===== src/hdl/dse_pkg.sv =====
// Shared types and codes for the deduplicating stack engine.
`timescale 1ns / 1ps

package dse_pkg;

  localparam int unsigned ValueW = 8;

  // Operation codes of an input item.
  localparam logic [1:0] OP_PUSH  = 2'd0;
  localparam logic [1:0] OP_POP   = 2'd1;
  localparam logic [1:0] OP_QUERY = 2'd2;

  // Status codes of a result item.
  localparam logic [1:0] STAT_OK    = 2'd0;
  localparam logic [1:0] STAT_EMPTY = 2'd1;
  localparam logic [1:0] STAT_FULL  = 2'd2;

  typedef struct packed {
    logic [1:0]        op;
    logic [ValueW-1:0] value;
  } item_t;

  typedef struct packed {
    logic [1:0]        status;
    logic              was_present;
    logic [ValueW-1:0] top_value;
    logic              is_empty;
  } result_t;

  typedef enum logic {
    S_IDLE,
    S_POP_LOAD
  } state_e;

  // Controller to datapath.
  typedef struct packed {
    logic issue;
    logic pop_commit;
  } ctl_t;

  // Datapath to controller.
  typedef struct packed {
    logic needs_fetch;
  } sts_t;

endpackage


===== src/hdl/dse_ram.sv =====
// Generic single-write, single-read RAM with registered read data.
`timescale 1ns / 1ps

module dse_ram #(
  parameter int unsigned WIDTH = 8,
  parameter int unsigned DEPTH = 64
) (
  input  logic                     clk_i,
  input  logic                     we_i,
  input  logic [$clog2(DEPTH)-1:0] waddr_i,
  input  logic [WIDTH-1:0]         wdata_i,
  input  logic [$clog2(DEPTH)-1:0] raddr_i,
  output logic [WIDTH-1:0]         rdata_o
);

  logic [WIDTH-1:0] mem_q [DEPTH];
  logic [WIDTH-1:0] rdata_q;

  always_ff @(posedge clk_i) begin
    if (we_i) begin
      mem_q[waddr_i] <= wdata_i;
    end
    rdata_q <= mem_q[raddr_i];
  end

  assign rdata_o = rdata_q;

endmodule


===== src/hdl/dse_ctrl.sv =====
// Controller state machine of the deduplicating stack engine.
`timescale 1ns / 1ps

module dse_ctrl (
  input  logic          clk_i,
  input  logic          rst_ni,
  input  logic          start,
  input  dse_pkg::sts_t sts_i,
  output dse_pkg::ctl_t ctl_o,
  output logic          busy
);

  dse_pkg::state_e state_q, state_d;

  always_ff @(posedge clk_i or negedge rst_ni) begin
    if (!rst_ni) begin
      state_q <= dse_pkg::S_IDLE;
    end else begin
      state_q <= state_d;
    end
  end

  always_comb begin
    state_d = state_q;
    case (state_q)
      dse_pkg::S_IDLE: begin
        if (start && sts_i.needs_fetch) begin
          state_d = dse_pkg::S_POP_LOAD;
        end
      end
      dse_pkg::S_POP_LOAD: begin
        state_d = dse_pkg::S_IDLE;
      end
      default: begin
        state_d = dse_pkg::S_IDLE;
      end
    endcase
  end

  always_comb begin
    ctl_o = '0;
    busy  = 1'b0;
    case (state_q)
      dse_pkg::S_IDLE: begin
        ctl_o.issue = start;
      end
      dse_pkg::S_POP_LOAD: begin
        ctl_o.pop_commit = 1'b1;
        busy             = 1'b1;
      end
      default: begin
        busy = 1'b0;
      end
    endcase
  end

endmodule


===== src/hdl/dse_datapath.sv =====
// Datapath: depth counter, cached top, presence bits, entry RAM and result register.
`timescale 1ns / 1ps

module dse_datapath #(
  parameter int unsigned STACK_DEPTH = 64,
  parameter int unsigned VALUE_COUNT = 256
) (
  input  logic             clk_i,
  input  logic             rst_ni,
  input  dse_pkg::item_t   item_i,
  input  dse_pkg::ctl_t    ctl_i,
  output dse_pkg::sts_t    sts_o,
  output logic             result_valid_o,
  output dse_pkg::result_t result_o
);

  // Only values below 256 can arrive, so only that many keys can ever be held.
  localparam int unsigned KeyCount = (VALUE_COUNT < 256) ? VALUE_COUNT : 256;
  localparam int unsigned KeyW     = (KeyCount > 1) ? $clog2(KeyCount) : 1;
  localparam int unsigned AddrW    = $clog2(STACK_DEPTH);
  localparam int unsigned CntW     = $clog2(STACK_DEPTH + 1);
  localparam int unsigned LutSize  = 2 ** dse_pkg::ValueW;

  logic [KeyW-1:0]     key_lut [LutSize];
  logic [KeyW-1:0]     key;
  logic [CntW-1:0]     count_q, count_d;
  logic [CntW-1:0]     count_m2;
  logic [KeyW-1:0]     top_q, top_d;
  logic [KeyCount-1:0] present_q, present_d;
  logic                res_valid_q, res_valid_d;
  dse_pkg::result_t    res_q, res_d;
  logic                ram_we;
  logic [AddrW-1:0]    ram_waddr;
  logic [AddrW-1:0]    ram_raddr;
  logic [KeyW-1:0]     ram_rdata;

  // Reduction of an input value to its key, worked out at elaboration.
  for (genvar g = 0; g < LutSize; g++) begin : g_key_lut
    assign key_lut[g] = KeyW'(g % VALUE_COUNT);
  end

  assign key       = key_lut[item_i.value];
  assign count_m2  = count_q - CntW'(2);
  assign ram_raddr = count_m2[AddrW-1:0];
  assign ram_waddr = count_q[AddrW-1:0];

  assign sts_o.needs_fetch = (item_i.op == dse_pkg::OP_POP) && (count_q != '0);

  dse_ram #(
    .WIDTH (KeyW),
    .DEPTH (STACK_DEPTH)
  ) u_entries (
    .clk_i   (clk_i),
    .we_i    (ram_we),
    .waddr_i (ram_waddr),
    .wdata_i (key),
    .raddr_i (ram_raddr),
    .rdata_o (ram_rdata)
  );

  always_comb begin
    count_d     = count_q;
    top_d       = top_q;
    present_d   = present_q;
    ram_we      = 1'b0;
    res_valid_d = 1'b0;
    res_d       = res_q;

    if (ctl_i.issue) begin
      res_d.status      = dse_pkg::STAT_OK;
      res_d.was_present = 1'b0;
      case (item_i.op)
        dse_pkg::OP_PUSH: begin
          res_valid_d = 1'b1;
          if (present_q[key]) begin
            res_d.was_present = 1'b1;
          end else if (count_q == CntW'(STACK_DEPTH)) begin
            res_d.status = dse_pkg::STAT_FULL;
          end else begin
            ram_we         = 1'b1;
            count_d        = count_q + CntW'(1);
            present_d[key] = 1'b1;
            top_d          = key;
          end
        end
        dse_pkg::OP_POP: begin
          // A pop on a held entry finishes once the entry below is read.
          if (count_q == '0) begin
            res_valid_d  = 1'b1;
            res_d.status = dse_pkg::STAT_EMPTY;
          end
        end
        default: begin
          res_valid_d = 1'b1;
          if (count_q == '0) begin
            res_d.status = dse_pkg::STAT_EMPTY;
          end
        end
      endcase
    end

    if (ctl_i.pop_commit) begin
      present_d[top_q]  = 1'b0;
      count_d           = count_q - CntW'(1);
      top_d             = (count_q == CntW'(1)) ? '0 : ram_rdata;
      res_valid_d       = 1'b1;
      res_d.status      = dse_pkg::STAT_OK;
      res_d.was_present = 1'b0;
    end

    res_d.top_value = dse_pkg::ValueW'(top_d);
    res_d.is_empty  = (count_d == '0);
  end

  always_ff @(posedge clk_i or negedge rst_ni) begin
    if (!rst_ni) begin
      count_q     <= '0;
      top_q       <= '0;
      present_q   <= '0;
      res_valid_q <= 1'b0;
    end else begin
      count_q     <= count_d;
      top_q       <= top_d;
      present_q   <= present_d;
      res_valid_q <= res_valid_d;
    end
  end

  always_ff @(posedge clk_i) begin
    res_q <= res_d;
  end

  assign result_valid_o = res_valid_q;
  assign result_o       = res_q;

endmodule


===== src/hdl/dedup_stack_engine_core.sv =====
// Top level of the deduplicating stack engine.
`timescale 1ns / 1ps

// A LIFO stack that never holds the same value twice.
// Command channel: an operation transfer happens at a rising edge where start
// is high and busy is low; cmd_i carries the op code and the value to push.
// Result channel: each operation yields exactly one result, shown on result_o
// for one cycle with result_valid_o high. The receiver cannot stall, so every
// result must be taken in the cycle it appears.
// Push, query and pop on an empty stack give their registered result in the
// cycle after the transfer, and a new operation may follow in the next cycle.
// A pop on a non-empty stack holds busy high for one cycle while the new top
// entry is read from the entry RAM, whose read data is registered; its result
// then passes through the result register.
// Sustained rate: one operation per cycle while busy is low.
// Reset (rst_ni low, asynchronous) empties the stack, clears all presence
// bits and drops any pending result; the entry RAM is not cleared because
// only entries below the depth count are ever read.
module dedup_stack_engine_core #(
  parameter int unsigned STACK_DEPTH = 64,
  parameter int unsigned VALUE_COUNT = 256
) (
  input  logic             clk_i,
  input  logic             rst_ni,
  input  logic             start,
  output logic             busy,
  input  dse_pkg::item_t   cmd_i,
  output logic             result_valid_o,
  output dse_pkg::result_t result_o
);

  dse_pkg::ctl_t ctl;
  dse_pkg::sts_t sts;

  // The controller issues each operation and sequences the pop fetch; stack state lives in the datapath.
  dse_ctrl u_ctrl (
    .clk_i  (clk_i),
    .rst_ni (rst_ni),
    .start  (start),
    .sts_i  (sts),
    .ctl_o  (ctl),
    .busy   (busy)
  );

  dse_datapath #(
    .STACK_DEPTH (STACK_DEPTH),
    .VALUE_COUNT (VALUE_COUNT)
  ) u_datapath (
    .clk_i          (clk_i),
    .rst_ni         (rst_ni),
    .item_i         (cmd_i),
    .ctl_i          (ctl),
    .sts_o          (sts),
    .result_valid_o (result_valid_o),
    .result_o       (result_o)
  );

endmodule


===== config.mk =====
export PLATFORM = sky130hd
export DESIGN_NAME = dedup_stack_engine_core
export DESIGN_NICKNAME = d
export VERILOG_FILES = /design/src/hdl/dse_pkg.sv /design/src/hdl/dse_ram.sv /design/src/hdl/dse_ctrl.sv /design/src/hdl/dse_datapath.sv /design/src/hdl/dedup_stack_engine_core.sv
export SDC_FILE = /design/constraint.sdc
export NUM_CORES = 1
export LEC_CHECK = 0
export ABC_AREA = 1
export BUFFER_PORTS_ARGS = -buffer_cell sky130_fd_sc_hd__buf_2
export CAP_MARGIN = 20
export CORE_ASPECT_RATIO = 1.4
export CORE_MARGIN = 10
export CORE_UTILIZATION = 45
export DETAILED_ROUTE_END_ITERATION = 10
export MAX_ROUTING_LAYER = met4
export PLACE_DENSITY = 0.59
export SKIP_CTS_REPAIR_TIMING = 1
export SLEW_MARGIN = 20
export SYNTH_ARGS = -nofsm -noshare
export SYNTH_HDL_FRONTEND = slang
export SYNTH_SLANG_ARGS = --single-unit

===== constraint.sdc =====
create_clock -name clk_i -period 3.57 [get_ports clk_i]
set_input_delay 0.5355 -clock clk_i [delete_from_list [all_inputs] [get_ports clk_i]]
set_output_delay 0.5355 -clock clk_i [all_outputs]
set_load 0.02 [all_outputs]

Word level (Yosys, flattened, before mapping)
Memory sizes are Yosys's and may differ from the RTL's. A register that Yosys moved wholly into a read port is not among the register bits. Index checks and enable logic that the tools add are counted. W data, S select, Z words.

Bits in registers: 285. Memories: 2. Input bits: 13. Logic and storage cells: 79. ROM bits: 2048. Memory bits (writable): 512.

Equality and inequality tests: 3. Multiplexer cells: 44. Add/sub/neg operators: 3. $lt $le $gt $ge: 5. Bitwise gates (word level): 5. Reduce and logical (&&, ||, !) cells: 8.

Memory list: (name not given) (words 256, bits a word 8, rd ports 1, clocked after Yosys merged registers in 0, write ports 0, line dse_datapath.sv:42) `assign key = key_lut[item_i.value];`; u_datapath.u_entries.mem_q (words 64, bits a word 8, rd ports 1, clocked after Yosys merged registers in 1, write ports 1, line dse_ram.sv:16) `logic [WIDTH-1:0] mem_q [DEPTH];`.

Operators by type and width (count): $mux W256 (5); $and A256 B256 Y256 (1); $not A256 Y256 (1); $or A256 B256 Y256 (1); $mux W8 (8); $mux W7 (5); $mux W1 (19); $lt A8 B9 Y1 const B (2); $demux W1 S8 (2); $ge A8 B1 Y1 const B (2); $logic_not A7 Y1 (2); $ge A9 B9 Y1 const B (1); $not A8 Y9 (1); $bmux W1 S8 (1); $add A7 B1 Y7 const B (1); $eq A7 B1 Y1 const B (1); $eq A7 B7 Y1 const B (1); $reduce_bool A7 Y1 (1); $sub A7 B1 Y7 const B (1); $mux W2 (3); $sub A6 B2 Y6 const B (1); $logic_and A1 B1 Y1 (4); $eq A2 B1 Y1 const B (1); $logic_not A2 Y1 (1); 2 further kinds (2).

Depth between registers and ports, before layout
Gate-level depths: netlist of run 1.

Word-level depth: 15. Mapped depth: 25. Mapped depth without buffers: 22.

Cells and area by module
Synthesis of run 1 repeated with hierarchy kept, for this count alone.

Cells, all modules: 3712. Area total of the unflattened synthesis: 36002.0 sq um.

By module, submodules not included: dse_ram (seq. area each 15534.9 sq um, area an instance 21339.2 sq um, cells each 1805, times used 1); dse_datapath (seq. area each 7046.8 sq um, area an instance 14612.8 sq um, cells each 1901, times used 1); dse_ctrl (seq. area each 25.0 sq um, area an instance 50.0 sq um, cells each 6, times used 1).

Worst setup path before layout of run 1
OpenSTA, ideal clock, no wires.

Path type: input to register. Start: input cmd_i[0] in the netlist's numbering. End: memory u_datapath.u_entries.mem_q[26][0] (enable). Stages: 22. Arrival: 2.815 ns. Setup slack: 0.385 ns. Cells stage by stage: buf_4 > buf_2 > buf_2 > nand2_1 > nand2_1 > nand2_1 > nand2_1 > nand2_1 > nand2_1 > nor2_1 > nor2_1 > nor2_1 > nand2_1 > nand2_1 > nand2_1 > nor2_4 > nand3_4 > inv_2 > buf_6 > buf_6 > nand3_4 > nor2_1.

Cells in the longest elaborated chain, start to end: 11.

Ends and longest elaborated chain: start: declaration (line dedup_stack_engine_core.sv:27) `input dse_pkg::item_t cmd_i,`; $not A8 Y9 (not written as such) (line dse_datapath.sv:42); $mem_v2 Z256 W8; $mux W8 (not written as such) (2 in series) (line dse_datapath.sv:42); $bmux W1 S8 (line dse_datapath.sv:75) `if (present_q[key]) begin`; $mux W1 (not written as such) (line dse_datapath.sv:75); $mux W1 (line dse_datapath.sv:75); $mux W1 (line dse_datapath.sv:72) `case (item_i.op)`; $mux W1 (line dse_datapath.sv:69) `if (ctl_i.issue) begin`; $mux W1 (line dse_ram.sv:20) `if (we_i) begin`; $mux W1 (not written as such) (line dse_ram.sv:21) `mem_q[waddr_i] <= wdata_i;`; end: declaration (line dse_ram.sv:16).

No other way between the ends. The select of a mux whose other input is x is not followed.

Worst setup path in the final report of run 1
Start: input cmd_i[1] in the netlist's numbering. End: register u_datapath.present_q[27].

Cells in the longest elaborated chain, start to end: 15. Elaborated cells between the ends (all ways): 18.

Ends and longest elaborated chain: $not A8 Y9 (not written as such) (*) (line dse_datapath.sv:42); $mem_v2 Z256 W8 (*); $mux W8 (not written as such) (*) (2 in series) (line dse_datapath.sv:42); $lt A8 B9 Y1 (not written as such) or $ge A8 B1 Y1 (tied branches) (line dse_datapath.sv:82) `present_d[key] = 1'b1;`; $logic_and A1 B1 Y1 (not written as such) (line dse_datapath.sv:82); $mux W1 (not written as such) (line dse_datapath.sv:82); $demux W1 S8; $or A256 B256 Y256 (no source line); $mux W256 (line dse_datapath.sv:77) `end else if (count_q == CntW'(STACK_DEPTH)) begin`; $mux W256 (*) (line dse_datapath.sv:75); $mux W256 (*) (line dse_datapath.sv:72); $mux W256 (*) (line dse_datapath.sv:69); $and A256 B256 Y256 (no source line); $mux W256 (*) (line dse_datapath.sv:102) `if (ctl_i.pop_commit) begin`; net u_datapath.present_d[27] (line dse_datapath.sv:29) `logic [KeyCount-1:0] present_q, present_d;`; end signal: assignment (line dse_datapath.sv:124) `present_q <= present_d;`; end: declaration (line dse_datapath.sv:29).

The timed path passes the listed nets; every way through them passes the cells marked *. The select of a mux whose other input is x is not followed. A chain may end at the register's enable or synchronous reset.

==> reports/metrics.csv, run 1 <==
stage,metric,value,unit
status,status,completed,
drt,via_per_inst,6.021,
layout,drive_above_1_share,11.26,%
placement,portBuffers,26,
setup_path,timing.rr.start,u_datapath.present_q[107],
clocking,cts.sinks,805,
global_route,gr-total-overflow,0,
setup_path,cp_data_required_time,4130,ps
synthesis,postSynthNetCount,3402,
layout,final_common_cell,nand2_1,
floorplanning,die_x,255.3,um
clocking,cts-root-buf,clkbuf_16,
floorplanning,dieArea,89190,um^2
sta,rsz0062_at_grt,false,
setup_path,crit_type,input port to register,
power,p_leak,15.50,nW
global_route,grt_max_degree,145,
sta,fin_crit_sh,84.23,%
synthesis,ys_warn_count,0,
setup_path,critPathLaunch,cmd_i[1],
drt,firstDrtPassIters,6,
setup_path,path_cells,"buf_4, buf_12, buf_4, nand3_1, nand3_1, nand2_1, nand2_1, nor2_1, nor2_1, nor2_1, nand2_1, nand2_1, nand2_1, nor2_4, nand3_4, inv_6, buf_12, buf_4, a31oi_1, a21oi_1",
sta,max_slew_margin,26.42,%
sta,max_freq,332.6,MHz
global_route,grt_pass1_vias,26920,
setup_path,slowest_stage,buf_12,
placement,hpwlAfterDp,67.29,mm
drt,ant_nets,0,
floorplanning,die_h,349.4,um
sta,setup_viol,0,
flow_run,drv_cap,0,
sta,fin_crit,3007,ps
drt,drc,0,
sta,hold_viol_final,0,
setup_path,critPathMostFrequentCell,nand2_1,
synthesis,postSynthAreaPerCell,10.32,um^2
power,power.density,676.2,nW/um^2
synthesis,synthesis.area,34870,um^2
setup_path,endpoint,u_datapath.present_q[27],
drt,drt-initial-drc-count,2558,
setup_path,reg2reg_slack,600,ps
synthesis,synth_cell_types,32,
synthesis,synth_area_leaders,"edfxtp_1 44%, dfrtp_1 20%, nand2_1 7.0%",
sta,clock_skew,26.92,ps
synthesis,syn_inst,3380,
floorplanning,rows,120,
global_route,grt_first_pass_wirelength,165.2,mm
setup_path,reg2reg_to,u_datapath.present_q[27],
drt,vias,27310,
global_route,antenna_found_initial,2,
setup_path,crit_path_start_kind,input port,
sta,worst_pin_slew,1100,ps
synthesis,synth_edf_count,512,
global_route,grt_util_all_layers,24.84,%
synthesis,ys_async_sr_fraction,33.91,%
clocking,worstSkewPairLatency,650,ps
layout,postLayoutCoreUtil,51.82,%
layout,area_delta_synth_final,14.01,%
clocking,clk_pin_slew,60,ps
clocking,htree_num_levels,3,
layout,num_antenna_cells,0,
clocking,cts_tree,built,
clocking,cts_buffer_depth,3,
drt,routed_wl,108.5,mm
setup_path,cpPeakStageDelay,340,ps
placement,globalplace.congestion,0.9315,
power,total_power,0.02688,W
drt,wl_per_cell,23.93,um
synthesis,synth_top_cell_by_area,edfxtp_1,
setup_path,crit_path_max_fanout,83,
floorplanning,core,76720,um^2
layout,fillers,6819,
floorplanning,num_io_pins,27,
synthesis,synth-main-ff-cell,edfxtp_1,
power,ir_worst_vdd,0.6532,mV
layout,final_cell_mix,"653 x nand2_1, 512 x edfxtp_1, 436 x nor2_1",
synthesis,yosysSeqAreaShare,64.83,%
sta,finalMaxSlewViolations,0,
setup_path,ff2ff_path_depth,19,
synthesis,synthDominantCellAreaShare,44.09,%
layout,nets,3460,
worst_hold_path,hold_class,input port to register,
sta,setup_tns,0,ps
clocking,numCtsBuffers,78,
setup_path,arrival,3560,ps
synthesis,ys_seq_elements,805,
setup_path,cp-end-kind,register,
floorplanning,start_util,45.45,%
[report_power, final]
group	total [W]	switching (W)	internal (W)
Clock	0.00828	0.00361	0.00467
Sequential	0.0104	0.000202	0.0102
Combinational	0.00818	0.00599	0.00219
Total	0.0269	0.00981	0.0171
[cell usage after synthesis, drive strengths merged (63+ instances only)]
cell and instances:
nand2 654, o221ai 63, a31oi 265, edfxtp 512, nand3 130, o21ai 261
nor2 444, dfrtp 273, clkbuf 205, o211ai 72, a21oi 253, o22ai 66
[flip-flops by register name, indices dropped and copies added (netlist names)]
signal / count
u_datapath.u_entries.mem_q: 512
u_datapath.present_q: 256
u_datapath.result_o: 12
u_datapath.top_q: 8
u_datapath.u_entries.rdata_o: 8
u_datapath.count_q: 7
u_ctrl.state_q: 1
u_datapath.result_valid_o: 1
[cell type report]
cell class / instances / area (um^2) / share of cell area [%]
clock buffer: 109 / 2257 / 5.677
inverter: 59 / 237.7 / 0.5980
multi-input combinational: 2258 / 11030 / 27.75
clock inverter: 31 / 276.5 / 0.6955
timing repair buffer: 236 / 2041 / 5.133
tap: 1037 / 1297 / 3.264
sequential: 805 / 22610 / 56.88
[critical path: cells and delay by family]
| family | cells | cell delay, ps |
|---|---|---|
| compound gates | 2 | 250 |
| buf+inv | 6 | 1310 |
| simple gates | 12 | 1280 |
[metrics by stage]
stage / std cells / instance area, um^2 / setup slack (ps) / hold slack (ps)
after floorplan: 3380 / 34870 / 384.6 / 239.9
after global placement: 4393 / 37190 / 17.34 / 460.4
after detailed placement: 4394 / 37210 / 19.94 / 462.8
after CTS: 4534 / 39740 / 672.4 / -59.08
after global routing: 4535 / 39760 / 366.0 / 142.4
final: 4535 / 39760 / 563.0 / 166.0
[cells by family (layout without fill, tap and decap cells)]
logic type                 count (synthesis)  after routing  synth area share [%]
xor gates and xnor gates                   5              5                0.1256
DFF                                      805            805                 64.83
and+or+nand+nor                         1263           1263                 14.41
adders and majority gates                  9              9                0.3229
AOI/OAI and AO/OA                        981            981                 16.47
buffers and inverters                    317            435                 3.843
[per-layer routing]
| layer | global-route usage [%] | up-vias | routed length (um) | part of all wire (%) |
|---|---|---|---|---|
| li1 | - | 12280 | - | - |
| met1 | 29.93 | 13540 | 42550 | 39 |
| met2 | 41.05 | 1212 | 54500 | 50 |
| met3 | 3.495 | 272 | 6978 | 6.4 |
| met4 | 10.94 | 0 | 4496 | 4.1 |
| met5 | - | - | 0 | 0 |
[worst min path at each step]
stage	start	to	slack, ps	depth (start not counted)
finish	cmd_i[9]	u_ctrl.state_q	170	2
global route	cmd_i[9]	u_ctrl.state_q	140	2
CTS	rst_ni	u_datapath.present_q[149]	-60	1
detailed placement	u_datapath.result_o[11]	u_datapath.result_o[11]	460	2
global placement	u_datapath.result_o[10]	u_datapath.result_o[10]	460	2
floorplan	rst_ni	u_ctrl.state_q	240	0
Note: power is estimated with default switching activity, not from simulation.
==> run 2, diff against run 1 <==
PLACE_DENSITY = 0.61   (was 0.59)
clock period = 2.68 ns   (was 3.57 ns; I/O delays follow)
==> run 2 against run 1 <==
Against the previous run: the flow now finishes with violations (setup timing); clock power rose by 38%; hold slack improved by 12 ps; power up 38%; sequential share of layout area decreased by 3.8 points; final area is 7.1% higher; cell count increased by 2.1%; register-to-register slack worse by 610 ps; sequential power grew 34%; via count is 2.5% higher; setup slack worse by 570 ps; critical path type is now register to register; largest cell class unchanged.
==> reports/metrics.csv, run 2 (same netlist as run 1, synthesis figures left out) <==
stage,metric,value,unit,change
status,status,"complete, but fails checks",,
status,violations,setup timing,,
placement,hpwlAfterDp,69.46,mm,+3.2%
sta,fin_ws,-8.779,ps,-571.7 ps
clocking,cts.sinks,805,,unchanged
floorplanning,dieArea,89190,um^2,unchanged
power,p_leak,16.36,nW,+5.6%
sta,fin_crit_sh,100.3,%,
sta,clock_skew,28.61,ps,+1.696 ps
drt,vias,27990,,+2.5%
worst_hold_path,hold_class,input port to register,,
clocking,cts_tree,built,,
layout,final_cell_mix,"643 x nand2_1, 512 x edfxtp_1, 387 x nor2_1",,
floorplanning,die_x,255.3,um,unchanged
floorplanning,rows,120,,unchanged
clocking,clk_pin_slew,60,ps,about the same
placement,dpl.cell_count,4448,,+1.2%
setup_path,ff2ff_path_depth,18,,-1
layout,top_register,u_datapath.u_entries.mem_q,,
drt,ant_nets,0,,unchanged
sta,setup_tns,-40.86,ps,-40.86 ps
drt,via_per_inst,6.042,,+0.34%
placement,globalplace.congestion,0.9866,,+5.9%
sta,setup_viol,5,,+5
layout,largest_reg_flops,512,,unchanged
sta,max_slew_margin,32.29,%,+5.9 points
drt,drc,0,,unchanged
setup_path,timing.rr.start,u_datapath.present_q[64],,
drt,wl_per_cell,24.87,um,+3.9%
global_route,grt_util_all_layers,25.57,%,+0.73 points
power,ir_worst_vdd,0.7156,mV,+9.6%
power,power.density,871.2,nW/um^2,+29%
layout,fillers,6537,,-4.1%
sta,hold_viol_final,0,,unchanged
layout,stdcell_count,4632,,+2.1%
floorplanning,start_util,45.45,%,unchanged
global_route,grt_first_pass_wirelength,168.5,mm,+2.0%
sta,rsz0062_at_grt,true,,
global_route,antenna_found_initial,2,,unchanged
placement,portBuffers,26,,unchanged
clocking,worstSkewPairLatency,660,ps,about the same
global_route,gr-total-overflow,0,,unchanged
drt,routed_wl,115.2,mm,+6.1%
layout,final_common_cell,nand2_1,,
sta,fin_crit,2689,ps,
sta,max_freq,371.9,MHz,
setup_path,crit_path_max_fanout,8,,-90%
setup_path,crit_path_start_kind,register,,
setup_path,arrival,3010,ps,-550 ps
placement,postPlaceCellArea,38240,um^2,+2.8%
floorplanning,die_h,349.4,um,unchanged
worst_hold_path,holdPathStages,4,,+2
sta,worst_pin_slew,1010,ps,-89.54 ps
flow_run,drv_cap,0,,unchanged
setup_path,reg2reg_slack,-9,ps,-610 ps
power,total_power,0.03708,W,+38%
drt,drt-initial-drc-count,3004,,+17%
setup_path,endpoint,u_datapath.u_entries.mem_q[55][6],,
clocking,numCtsBuffers,80,,+2.6%
setup_path,cp_data_required_time,3000,ps,-1130 ps
layout,stdcell_area,42570,um^2,+7.1%
layout,drive_above_1_share,17.25,%,+6.0 points
floorplanning,core,76720,um^2,unchanged
setup_path,critPathLaunch,u_datapath.present_q[64],,
drt,firstDrtPassIters,8,,+2
setup_path,crit_type,register to register,,
sta,finalMaxSlewViolations,0,,unchanged
setup_path,reg2reg_to,u_datapath.u_entries.mem_q[55][6],,
floorplanning,num_io_pins,27,,unchanged
setup_path,cp-end-kind,register,,
global_route,grt_pass1_vias,27580,,+2.4%
global_route,grt_max_degree,105,,-28%
layout,nets,3551,,+2.6%
placement,pre_cts_slack,-762.2,ps,-782.1 ps
clocking,cts-root-buf,clkbuf_16,,
layout,area_delta_synth_final,22.06,%,
clocking,htree_num_levels,3,,unchanged
clocking,cts_buffer_depth,3,,unchanged
## run 2: changes by cell type in the layout (fill, tap and decap cells not counted), moves of 17 or more
cell and change:
nor2_1 -49, a31oi_1 -40, buf_12 +39, buf_6 +38, a21oi_1 -36, a21oi_2 +36, a31oi_4 +32, nor2_4 +32
nor2_2 +17
## run 2: cell type report
class	instances	area (um^2)	area share (%)
flip-flops and latches	805	22610	53.13
multi-input cells	2258	12040	28.29
repair buffers	324	3710	8.715
clock buffers	109	2243	5.270
well taps	1037	1297	3.048
clock inverters	38	409.1	0.9612
inverters	59	240.2	0.5644
repair inverters	1	8.758	0.02058
diodes	1	2.502	0.005879
## run 2: where the power goes
part           switching [W]  internal [W]
Combinational        0.00829       0.00350
Clock                0.00485       0.00657
Sequential          0.000252        0.0136
Total                 0.0134        0.0237
## run 2: worst max-delay path, stage by stage, from the launching register on
cell     delay, ps
dfrtp_1        390
nand2_1         70
nand2_1         60
nand2_1         80
nand2_1         70
nand2_1         70
nand2_1         80
nor2_4         140
nor2_4          70
nor2_1         100
nand2_1         60
nand2_2         70
nand2_4         80
nor2_4         150
nand3_4        150
inv_8          120
buf_12         150
nand2_8        160
nor2_4         270
## run 2: worst min-delay path by stage
stage	from	to	slack, ps
2_1_floorplan	rst_ni	u_ctrl.state_q	110
3_3_place_gp	rst_ni	u_datapath.present_q[134]	370
3_5_place_dp	rst_ni	u_datapath.result_valid_o	350
4_1_cts	rst_ni	u_datapath.top_q[7]	-320
5_1_grt	start	u_datapath.result_o[9]	210
6_report	start	u_datapath.result_o[10]	180
## run 2: routing by layer
| layer | global-route usage (%) | share of wire (%) | up-vias |
|---|---|---|---|
| li1 | - | - | 12500 |
| met1 | 30.02 | 38 | 13970 |
| met2 | 41.84 | 50 | 1197 |
| met3 | 3.524 | 5.9 | 328 |
| met4 | 14.33 | 5.9 | 0 |
| met5 | - | 0 | - |
## run 2: metrics by stage
step	utilization (%)	hold slack [ps]
CTS	53.30	-322.2
global placement	49.85	366.3
finish	55.48	177.8
floorplan	-	106.4
global route	55.48	213.5
detailed placement	49.85	352.6
